===== src/rtl/core/ffea_pkg.sv =====
// ffea_pkg: shared constants, types and codes for the first-fit extent allocator
// no dependencies; used by ffea_cell, ffea_ctrl and first_fit_extent_allocator_unit

package ffea_pkg;

  // unit size must be a power of two (rounding is done with a mask)
  localparam int unsigned UNIT_BYTES  = 16;
  localparam int unsigned MAX_EXTENTS = 64;
  localparam int unsigned ADDR_BITS   = 32;

  // cell index and extent count widths
  localparam int unsigned IW = (MAX_EXTENTS > 1) ? $clog2(MAX_EXTENTS) : 1;
  localparam int unsigned CW = $clog2(MAX_EXTENTS + 1);

  typedef logic [ADDR_BITS-1:0] addr_t;

  localparam addr_t UNIT_MASK = addr_t'(UNIT_BYTES - 1);
  localparam addr_t HDR_BYTES = addr_t'(UNIT_BYTES);
  localparam addr_t RND_BYTES = addr_t'(2 * UNIT_BYTES - 1);
  localparam addr_t NEED_LIM  = addr_t'({ADDR_BITS{1'b1}}) - RND_BYTES;

  typedef enum logic [1:0] {
    OP_ADD    = 2'd0,
    OP_ALLOC  = 2'd1,
    OP_FREE   = 2'd2,
    OP_SHRINK = 2'd3
  } op_e;

  typedef enum logic [1:0] {
    ST_OK     = 2'd0,
    ST_NO_FIT = 2'd1,
    ST_FULL   = 2'd2,
    ST_MOVE   = 2'd3
  } status_e;

  typedef struct packed {
    addr_t start;
    addr_t length;
  } extent_t;

  // controller to chain: shift strobe and entry entering the tail cell
  typedef struct packed {
    logic    shift;
    extent_t emit;
  } chain_ctl_t;

  // chain to controller: the two cells at the head
  typedef struct packed {
    extent_t e0;
    extent_t e1;
  } head_t;

endpackage


===== src/rtl/core/ffea_cell.sv =====
// ffea_cell: one extent slot of the shift chain
// depends on ffea_pkg

module ffea_cell (
  input  logic              clk_i,
  input  logic              shift_i,
  input  ffea_pkg::extent_t d_i,
  output ffea_pkg::extent_t q_o
);

  ffea_pkg::extent_t ext_q;

  always_ff @(posedge clk_i) begin
    if (shift_i) begin
      ext_q <= d_i;
    end
  end

  assign q_o = ext_q;

endmodule


===== src/rtl/core/ffea_ctrl.sv =====
// ffea_ctrl: sequencer at the head of the extent chain (scan, decide, rewrite)
// depends on ffea_pkg

module ffea_ctrl (
  input  logic                 clk_i,
  input  logic                 rst_ni,
  input  logic                 start,
  output logic                 busy,
  input  logic [1:0]           operation_i,
  input  logic [31:0]          address_i,
  input  logic [31:0]          request_bytes_i,
  input  logic [31:0]          block_bytes_i,
  output logic                 result_valid_o,
  output logic [1:0]           status_o,
  output logic [31:0]          payload_address_o,
  output logic [31:0]          granted_bytes_o,
  input  ffea_pkg::head_t      head_i,
  output ffea_pkg::chain_ctl_t chain_o
);

  typedef enum logic [5:0] {
    S_IDLE = 6'b000001,
    S_PREP = 6'b000010,
    S_SCAN = 6'b000100,
    S_EVAL = 6'b001000,
    S_EDIT = 6'b010000,
    S_DONE = 6'b100000
  } state_e;

  typedef enum logic [1:0] {
    M_NORM  = 2'd0,
    M_SKIP  = 2'd1,
    M_DELAY = 2'd2
  } mode_e;

  localparam logic [ffea_pkg::IW-1:0] LAST_IDX = ffea_pkg::IW'(ffea_pkg::MAX_EXTENTS - 1);
  localparam logic [ffea_pkg::CW-1:0] MAX_CNT  = ffea_pkg::CW'(ffea_pkg::MAX_EXTENTS);

  // control state
  state_e                  state_q, state_d;
  mode_e                   mode_q, mode_d;
  logic [ffea_pkg::CW-1:0] count_q, count_d;
  logic [ffea_pkg::IW-1:0] j_q, j_d;
  logic                    alloc_q, alloc_d;
  logic                    found_q, found_d;
  logic                    mod_en_q, mod_en_d, del_en_q, del_en_d, ins_en_q, ins_en_d;

  // payload
  ffea_pkg::op_e           op_q, op_d;
  ffea_pkg::addr_t         addr_q, addr_d, req_q, req_d, blk_q, blk_d;
  ffea_pkg::addr_t         ps_q, ps_d, pl_q, pl_d, pe_q, pe_d, need_q, need_d;
  ffea_pkg::status_e       st_q, st_d;
  ffea_pkg::addr_t         pay_q, pay_d, gr_q, gr_d, gr_ok_q, gr_ok_d, gr_full_q, gr_full_d;
  ffea_pkg::extent_t       prev_q, prev_d, lo_q, lo_d, up_q, up_d;
  logic                    lo_ok_q, lo_ok_d, up_ok_q, up_ok_d;
  logic [ffea_pkg::CW-1:0] p_q, p_d;
  logic [ffea_pkg::IW-1:0] mod_idx_q, mod_idx_d, del_idx_q, del_idx_d, ins_idx_q, ins_idx_d;
  ffea_pkg::extent_t       mod_val_q, mod_val_d, ins_val_q, ins_val_d, hold_q, hold_d;

  ffea_pkg::extent_t       in0, in1;
  ffea_pkg::addr_t         prev_end, blk_r, bs, need, len_r;
  logic                    need_ok, j_in, hit, lower, upper;
  ffea_pkg::extent_t       lo_sel;
  logic [ffea_pkg::CW-1:0] p_eff;

  assign in0      = head_i.e0;
  assign in1      = head_i.e1;
  assign prev_end = prev_q.start + prev_q.length;
  assign j_in     = (ffea_pkg::CW'(j_q) < count_q);

  always_comb begin
    state_d = state_q;  mode_d = mode_q;  count_d = count_q;  j_d = j_q;
    alloc_d = alloc_q;  found_d = found_q;
    mod_en_d = mod_en_q;  del_en_d = del_en_q;  ins_en_d = ins_en_q;
    op_d = op_q;  addr_d = addr_q;  req_d = req_q;  blk_d = blk_q;
    ps_d = ps_q;  pl_d = pl_q;  pe_d = pe_q;  need_d = need_q;
    st_d = st_q;  pay_d = pay_q;  gr_d = gr_q;  gr_ok_d = gr_ok_q;  gr_full_d = gr_full_q;
    prev_d = prev_q;  lo_d = lo_q;  up_d = up_q;  lo_ok_d = lo_ok_q;  up_ok_d = up_ok_q;
    p_d = p_q;  mod_idx_d = mod_idx_q;  del_idx_d = del_idx_q;  ins_idx_d = ins_idx_q;
    mod_val_d = mod_val_q;  ins_val_d = ins_val_q;  hold_d = hold_q;
    chain_o.shift = 1'b0;
    chain_o.emit  = in0;

    blk_r   = blk_q & ~ffea_pkg::UNIT_MASK;
    bs      = addr_q - ffea_pkg::HDR_BYTES;
    need_ok = (req_q <= ffea_pkg::NEED_LIM);
    need    = (req_q + ffea_pkg::RND_BYTES) & ~ffea_pkg::UNIT_MASK;
    len_r   = req_q & ~ffea_pkg::UNIT_MASK;
    hit     = alloc_q ? (in0.length >= need_q) : (in0.start >= ps_q);
    lower   = found_q ? lo_ok_q : ((count_q != '0) && (prev_end == ps_q));
    lo_sel  = found_q ? lo_q : prev_q;
    upper   = found_q && up_ok_q;
    p_eff   = found_q ? p_q : count_q;

    case (state_q)
      S_IDLE: begin
        if (start) begin
          op_d    = ffea_pkg::op_e'(operation_i);
          addr_d  = ffea_pkg::ADDR_BITS'(address_i);
          req_d   = ffea_pkg::ADDR_BITS'(request_bytes_i);
          blk_d   = ffea_pkg::ADDR_BITS'(block_bytes_i);
          state_d = S_PREP;
        end
      end
      S_PREP: begin
        st_d = ffea_pkg::ST_OK;  pay_d = '0;  gr_d = '0;
        gr_ok_d = '0;  gr_full_d = '0;
        need_d = need;  j_d = '0;  found_d = 1'b0;
        state_d = S_DONE;
        case (op_q)
          ffea_pkg::OP_ADD: begin
            if (len_r != '0) begin
              alloc_d = 1'b0;  ps_d = addr_q;  pl_d = len_r;  pe_d = addr_q + len_r;
              gr_ok_d = len_r;  state_d = S_SCAN;
            end
          end
          ffea_pkg::OP_ALLOC: begin
            if (!need_ok) begin
              st_d = ffea_pkg::ST_NO_FIT;
            end else begin
              alloc_d = 1'b1;  state_d = S_SCAN;
            end
          end
          ffea_pkg::OP_FREE: begin
            if (addr_q != '0 && blk_r != '0) begin
              alloc_d = 1'b0;  ps_d = bs;  pl_d = blk_r;  pe_d = bs + blk_r;
              state_d = S_SCAN;
            end
          end
          default: begin
            if (addr_q == '0) begin
              // null payload shrinks like an allocate
              if (!need_ok) begin
                st_d = ffea_pkg::ST_NO_FIT;
              end else begin
                alloc_d = 1'b1;  state_d = S_SCAN;
              end
            end else if (!need_ok) begin
              st_d = ffea_pkg::ST_NO_FIT;
            end else if (need > blk_r) begin
              st_d = ffea_pkg::ST_MOVE;
            end else if (need == blk_r) begin
              pay_d = addr_q;  gr_d = blk_r;
            end else begin
              alloc_d = 1'b0;  ps_d = bs + need;  pl_d = blk_r - need;  pe_d = bs + blk_r;
              pay_d = addr_q;  gr_ok_d = need;  gr_full_d = blk_r;
              state_d = S_SCAN;
            end
          end
        endcase
      end
      S_SCAN: begin
        chain_o.shift = 1'b1;
        if (!found_q && j_in && hit) begin
          found_d = 1'b1;
          p_d     = ffea_pkg::CW'(j_q);
          up_d    = in0;
          up_ok_d = (in0.start == pe_q);
          lo_ok_d = (j_q != '0) && (prev_end == ps_q);
          lo_d    = prev_q;
        end
        if (j_in) begin
          prev_d = in0;
        end
        if (j_q == LAST_IDX) begin
          j_d = '0;  state_d = S_EVAL;
        end else begin
          j_d = j_q + 1'b1;
        end
      end
      S_EVAL: begin
        mod_en_d = 1'b0;  del_en_d = 1'b0;  ins_en_d = 1'b0;  mode_d = M_NORM;
        state_d = S_EDIT;
        if (alloc_q) begin
          if (!found_q) begin
            st_d = ffea_pkg::ST_NO_FIT;  state_d = S_DONE;
          end else begin
            pay_d = up_q.start + ffea_pkg::HDR_BYTES;
            gr_d  = need_q;
            if (up_q.length > need_q) begin
              mod_en_d = 1'b1;  mod_idx_d = ffea_pkg::IW'(p_q);
              mod_val_d.start  = up_q.start + need_q;
              mod_val_d.length = up_q.length - need_q;
            end else begin
              del_en_d = 1'b1;  del_idx_d = ffea_pkg::IW'(p_q);  count_d = count_q - 1'b1;
            end
          end
        end else begin
          gr_d = gr_ok_q;
          if (lower) begin
            mod_en_d = 1'b1;  mod_idx_d = ffea_pkg::IW'(p_eff - 1'b1);
            mod_val_d.start = lo_sel.start;
            if (upper) begin
              mod_val_d.length = lo_sel.length + pl_q + up_q.length;
              del_en_d = 1'b1;  del_idx_d = ffea_pkg::IW'(p_q);  count_d = count_q - 1'b1;
            end else begin
              mod_val_d.length = lo_sel.length + pl_q;
            end
          end else if (upper) begin
            mod_en_d = 1'b1;  mod_idx_d = ffea_pkg::IW'(p_q);
            mod_val_d.start  = ps_q;
            mod_val_d.length = up_q.length + pl_q;
          end else if (count_q >= MAX_CNT) begin
            st_d = ffea_pkg::ST_FULL;  gr_d = gr_full_q;  state_d = S_DONE;
          end else begin
            ins_en_d = 1'b1;  ins_idx_d = ffea_pkg::IW'(p_eff);  count_d = count_q + 1'b1;
            ins_val_d.start  = ps_q;
            ins_val_d.length = pl_q;
          end
        end
      end
      S_EDIT: begin
        chain_o.shift = 1'b1;
        if (ins_en_q && j_q == ins_idx_q) begin
          chain_o.emit = ins_val_q;  mode_d = M_DELAY;  hold_d = in0;
        end else if (del_en_q && j_q == del_idx_q) begin
          chain_o.emit = in1;  mode_d = M_SKIP;
        end else if (mod_en_q && j_q == mod_idx_q) begin
          chain_o.emit = mod_val_q;
        end else begin
          case (mode_q)
            M_SKIP:  chain_o.emit = in1;
            M_DELAY: begin
              chain_o.emit = hold_q;  hold_d = in0;
            end
            default: chain_o.emit = in0;
          endcase
        end
        if (j_q == LAST_IDX) begin
          j_d = '0;  state_d = S_DONE;
        end else begin
          j_d = j_q + 1'b1;
        end
      end
      S_DONE: begin
        state_d = S_IDLE;
      end
      default: begin
        state_d = S_IDLE;
      end
    endcase
  end

  always_ff @(posedge clk_i or negedge rst_ni) begin
    if (!rst_ni) begin
      state_q  <= S_IDLE;
      mode_q   <= M_NORM;
      count_q  <= '0;
      j_q      <= '0;
      alloc_q  <= 1'b0;
      found_q  <= 1'b0;
      mod_en_q <= 1'b0;
      del_en_q <= 1'b0;
      ins_en_q <= 1'b0;
    end else begin
      state_q  <= state_d;
      mode_q   <= mode_d;
      count_q  <= count_d;
      j_q      <= j_d;
      alloc_q  <= alloc_d;
      found_q  <= found_d;
      mod_en_q <= mod_en_d;
      del_en_q <= del_en_d;
      ins_en_q <= ins_en_d;
    end
  end

  always_ff @(posedge clk_i) begin
    op_q <= op_d;  addr_q <= addr_d;  req_q <= req_d;  blk_q <= blk_d;
    ps_q <= ps_d;  pl_q <= pl_d;  pe_q <= pe_d;  need_q <= need_d;
    st_q <= st_d;  pay_q <= pay_d;  gr_q <= gr_d;  gr_ok_q <= gr_ok_d;  gr_full_q <= gr_full_d;
    prev_q <= prev_d;  lo_q <= lo_d;  up_q <= up_d;  lo_ok_q <= lo_ok_d;  up_ok_q <= up_ok_d;
    p_q <= p_d;  mod_idx_q <= mod_idx_d;  del_idx_q <= del_idx_d;  ins_idx_q <= ins_idx_d;
    mod_val_q <= mod_val_d;  ins_val_q <= ins_val_d;  hold_q <= hold_d;
  end

  assign busy              = (state_q != S_IDLE);
  assign result_valid_o    = (state_q == S_DONE);
  assign status_o          = st_q;
  assign payload_address_o = 32'(pay_q);
  assign granted_bytes_o   = 32'(gr_q);

  a_single_strobe: assert property (@(posedge clk_i) disable iff (!rst_ni)
    result_valid_o |=> !result_valid_o) else $error("result strobe longer than one cycle");

  a_accept_busy: assert property (@(posedge clk_i) disable iff (!rst_ni)
    (start && !busy) |=> busy) else $error("accepted transaction did not raise busy");

  a_count_range: assert property (@(posedge clk_i) disable iff (!rst_ni)
    count_q <= MAX_CNT) else $error("extent count above table size");

  a_count_stable_scan: assert property (@(posedge clk_i) disable iff (!rst_ni)
    (state_q == S_SCAN) |=> $stable(count_q)) else $error("count changed during scan");

  a_one_edit_mode: assert property (@(posedge clk_i) disable iff (!rst_ni)
    (state_q == S_EDIT) |-> !(ins_en_q && del_en_q)) else $error("insert and delete together");

endmodule


===== src/rtl/core/first_fit_extent_allocator_unit.sv =====
// first_fit_extent_allocator_unit: top level, chain of extent cells plus head sequencer
// depends on ffea_pkg, ffea_cell, ffea_ctrl
//
// channel   direction  handshake                      payload
// command   in         start high, busy low           operation_i address_i
//                                                     request_bytes_i block_bytes_i
// result    out        result_valid_o, one cycle      status_o payload_address_o
//                                                     granted_bytes_o
//
// one transaction at a time; busy stays high from acceptance to the result strobe
// operations that never touch the table go through accept, decode and result
// table operations go through accept, decode, one full rotation of the cell chain
//   to search, one decision step, one more rotation to rewrite, and result;
//   a failed allocate or a full table skips the rewrite
// reset clears the extent count and sequencer state, not the cells; cell contents are unused until written
// the receiver cannot stall: the result is shown for exactly one cycle

module first_fit_extent_allocator_unit (
  input  logic        clk_i,
  input  logic        rst_ni,
  input  logic        start,
  output logic        busy,
  input  logic [1:0]  operation_i,
  input  logic [31:0] address_i,
  input  logic [31:0] request_bytes_i,
  input  logic [31:0] block_bytes_i,
  output logic        result_valid_o,
  output logic [1:0]  status_o,
  output logic [31:0] payload_address_o,
  output logic [31:0] granted_bytes_o
);

  // extent slots, entry k sits in cell k whenever the chain is at rest
  ffea_pkg::extent_t    cell_q [ffea_pkg::MAX_EXTENTS];
  ffea_pkg::chain_ctl_t chain;
  ffea_pkg::head_t      head;

  // head cells feed the sequencer; it needs a lookahead of one for deletes
  assign head.e0 = cell_q[0];
  assign head.e1 = cell_q[1];

  ffea_ctrl u_ctrl (
    .clk_i             (clk_i),
    .rst_ni            (rst_ni),
    .start             (start),
    .busy              (busy),
    .operation_i       (operation_i),
    .address_i         (address_i),
    .request_bytes_i   (request_bytes_i),
    .block_bytes_i     (block_bytes_i),
    .result_valid_o    (result_valid_o),
    .status_o          (status_o),
    .payload_address_o (payload_address_o),
    .granted_bytes_o   (granted_bytes_o),
    .head_i            (head),
    .chain_o           (chain)
  );

  // chain shifts toward the head; the sequencer refills the tail cell
  for (genvar i = 0; i < ffea_pkg::MAX_EXTENTS; i++) begin : g_cell
    ffea_pkg::extent_t cell_d;
    if (i == ffea_pkg::MAX_EXTENTS - 1) begin : g_tail
      assign cell_d = chain.emit;
    end else begin : g_body
      assign cell_d = cell_q[i+1];
    end
    ffea_cell u_cell (
      .clk_i   (clk_i),
      .shift_i (chain.shift),
      .d_i     (cell_d),
      .q_o     (cell_q[i])
    );
  end

endmodule


===== config.mk =====
export PLATFORM = sky130hd
export DESIGN_NAME = first_fit_extent_allocator_unit
export DESIGN_NICKNAME = d
export VERILOG_FILES = /design/src/rtl/core/ffea_pkg.sv /design/src/rtl/core/ffea_cell.sv /design/src/rtl/core/ffea_ctrl.sv /design/src/rtl/core/first_fit_extent_allocator_unit.sv
export SDC_FILE = /design/constraint.sdc
export NUM_CORES = 2
export LEC_CHECK = 0
export ABC_AREA = 1
export BUFFER_PORTS_ARGS = -buffer_cell sky130_fd_sc_hd__buf_2
export CORE_UTILIZATION = 48
export CTS_BUF_LIST = sky130_fd_sc_hd__clkbuf_2 sky130_fd_sc_hd__clkbuf_4 sky130_fd_sc_hd__clkbuf_8
export DETAILED_ROUTE_END_ITERATION = 16
export MAX_ROUTING_LAYER = met4
export PLACE_DENSITY = 0.66
export SYNTH_ARGS = -nofsm -noshare
export SYNTH_HDL_FRONTEND = slang
export SYNTH_SLANG_ARGS = --single-unit

===== constraint.sdc =====
create_clock -name clk_i -period 96.1 [get_ports clk_i]
set_input_delay 28.83 -clock clk_i [delete_from_list [all_inputs] [get_ports clk_i]]
set_output_delay 28.83 -clock clk_i [all_outputs]
set_load 0.005 [all_outputs]

==> flow_metrics.tcl <==
set metrics [dict create \
    netlist.area_leader.share_pct 83.1 \
    clockBufferDepth 4 \
    drc 0 \
    crit_slowest_cell "dfrtp_1" \
    cts_buffers 735 \
    final_common_cell "edfxtp_1" \
    die_area_sq_um 366000 \
    reg2reg_depth 11 \
    rsz0062_at_grt "false" \
    register_area_sq_um 146000 \
    ys_seq_area_share_pct 83.4 \
    power_density_nw_per_um2 27.8 \
    rrSetupSlack_ns 88.46 \
    grt-ovfl-total 0 \
    critPathMaxFanout 6 \
    drive_gt1_share_pct 13.3 \
    path_cells "nor2_1 > nand4_1 > buf_2" \
    r2r-end "g_cell[34].u_cell.q_o[17]" \
    vias_per_cell 5.34 \
    hold_buffers 0 \
    slowest_delay_ns 0.39 \
    root_buffer "clkbuf_8" \
    setup_violations 0 \
    ctsResizeCount 0 \
    max_cap_violations 0 \
    multi_input_area_sq_um 25400 \
    min_to "g_cell[41].u_cell.q_o[5]" \
    clock_skew_ns 0.106 \
    final_antenna_net_count 0 \
    hold_path_class "register to register" \
    ios 169 \
    yosys_warnings 0 \
    synth-edff-count 4830 \
    postCtsSetupRepairBufs 0 \
    ir_worst_vdd_mv 0.0236 \
    clock_tree.htree_level_count 6 \
    io_buffers 160 \
    syn-instance-count 10200 \
    grt_max_degree 227 \
    fin_crit_ns 31.17 \
    power_leakage_uw 0.0625 \
    path_class "register to primary output" \
    initial_utilization_pct 48.2 \
    worst_pin_slew_ns 1.28 \
    fmax_ghz 0.0321 \
    placed_cells 15100 \
    post_layout_nonfiller_instances 16400 \
    cp-end-kind "primary output" \
    nets 11500 \
    synth_area_per_cell_sq_um 17.1 \
    synth_area_sq_um 175000 \
    worstPathArrival_ns 2.34 \
    cts.clk_slew.worst_paths_ns 0.06 \
    final_cell_mix "edfxtp_1, nand2_1, inv_1" \
    grt_antenna_before_repair 25 \
    synth-seq-cells 4856 \
    gp_congestion 0.943 \
    hold_violations 0 \
    relSlewSlack_pct 14.0 \
    drtIter0Drc 8417 \
    rows 221 \
    holdCritStartpoint "g_cell[42].u_cell.q_o[5]" \
    synth_ff_type "edfxtp_1" \
    critPathRequiredTime_ns 67.27 \
    cts.sinks 4856 \
    async_flop_share_pct 0.535 \
    finalSetupTns_ns 0 \
    r2r_start "u_ctrl.state_q[5]" \
    synthTopCellsByArea "edfxtp_1, nand2_1, ha_1" \
    die_h_microns 605 \
    grt_pass1_wl_microns 589000 \
    cts_tree "built" \
    first_global_vias 86600 \
    postLayoutCoreUtil_pct 54.3 \
    finalCritPeriodShare_pct 32.4 \
    synth_area_leader_cell "edfxtp_1" \
    drtPass1Iterations 6 \
    core_area_sq_um 362000 \
    track_usage_pct 22.8 \
    fillers 28100 \
    finalWirelength_microns 405000 \
    post_drt_wl_per_cell_microns 24.6 \
    holdPathStages 0 \
    status "completed" \
    fp.dieW_microns 605 \
    hpwl_microns 265000 \
    vias 87800 \
    synthDistinctLibCells 68 \
    syn_to_final_growth_pct 12.6 \
    slew_violations 0 \
    insertion_delay_ns 1.22 \
    startpoint_type "register" \
]
report_power, final:
| group | internal, uW | switching, uW |
|---|---|---|
| registers | 2600 | 129 |
| logic | 274 | 754 |
| clock network | 906 | 796 |
cells by family after synthesis:
logic type | count (synthesis) | share of synthesized area, %
flip-flops | 4856 | 83.4
AND/OR/NAND/NOR | 2505 | 6.10
other | 1 | 0.00215
AO/OA/AOI/OAI | 1318 | 4.56
adder cells (fa/ha/maj) | 368 | 2.68
buffers and inverters | 945 | 2.10
XOR/XNOR | 219 | 1.10
multiplexers | 5 | 0.0287
worst max-delay path by stage:
| stage | endpoint | start | slack, ns |
|---|---|---|---|
| floorplan | u_ctrl.addr_q[0] | u_ctrl.state_q[4] | 39.99 |
| global placement | u_ctrl.addr_q[30] | start | 65.31 |
| detailed placement | u_ctrl.addr_q[30] | start | 65.14 |
| CTS | busy | u_ctrl.state_q[4] | 64.81 |
| global route | result_valid_o | u_ctrl.state_q[2] | 64.77 |
| finish | busy | u_ctrl.state_q[5] | 64.93 |
stage by stage:
step	setup WS [ns]	total power (uW)	hold slack (ns)	area (sq um)
after global placement	65.31	3780	0.400	182000
after floorplan	39.99	4020	0.400	175000
final	64.93	5460	0.367	197000
after global routing	64.77	5700	0.360	197000
after CTS	64.81	5510	0.363	197000
after detailed placement	65.14	3790	0.405	182000
state kept, by name, summed over array words and instances (netlist names), 60 cells and up:
register and flops:
u_ctrl.hold_q 64, u_ctrl.ins_val_q 60, g_cell.u_cell.q_o 4096, u_ctrl.prev_q 64
u_ctrl.lo_q 64, u_ctrl.up_q 64, u_ctrl.mod_val_q 64
layer usage:
layer / vias to the layer above / wire length, microns / GRT usage [%]
met3: 743 / 24100 / 3.43
met2: 2959 / 180000 / 33.0
met1: 44100 / 186000 / 33.0
li1: 40000 / - / -
met5: - / 0 / -
met4: 0 / 15000 / 8.20
area by class of cell:
cell class	instances	area share [%]
clock inverters	345	1.49
multi-input cells	4419	12.9
flip-flops and latches	4856	74.1
well taps	4794	3.05
diodes	16	0.0204
clock buffers	962	6.03
inverters	768	1.47
repair buffers	279	0.900
synth_stat cells, drive strengths merged, types with 49 or more instances:
| cell | count |
|---|---|
| o21ai | 372 |
| a21oi | 431 |
| nand2 | 1500 |
| o211ai | 151 |
| edfxtp | 4830 |
| o22ai | 55 |
| ha | 358 |
| nand3 | 343 |
| o221ai | 56 |
| clkbuf | 135 |
| inv | 761 |
| nor2 | 384 |
| nor4 | 49 |
| nor3 | 63 |
| xnor2 | 85 |
| or2 | 59 |
| o2111ai | 49 |
| nand4 | 67 |
| xor2 | 134 |
critical path: cells and delay by family (launching register included):
kind / cells / cell delay [ns]
flops: 1 / 0.39
buf+inv: 1 / 0.26
simple gates: 2 / 0.48
No activity file was read; power rests on OpenSTA's default activity.
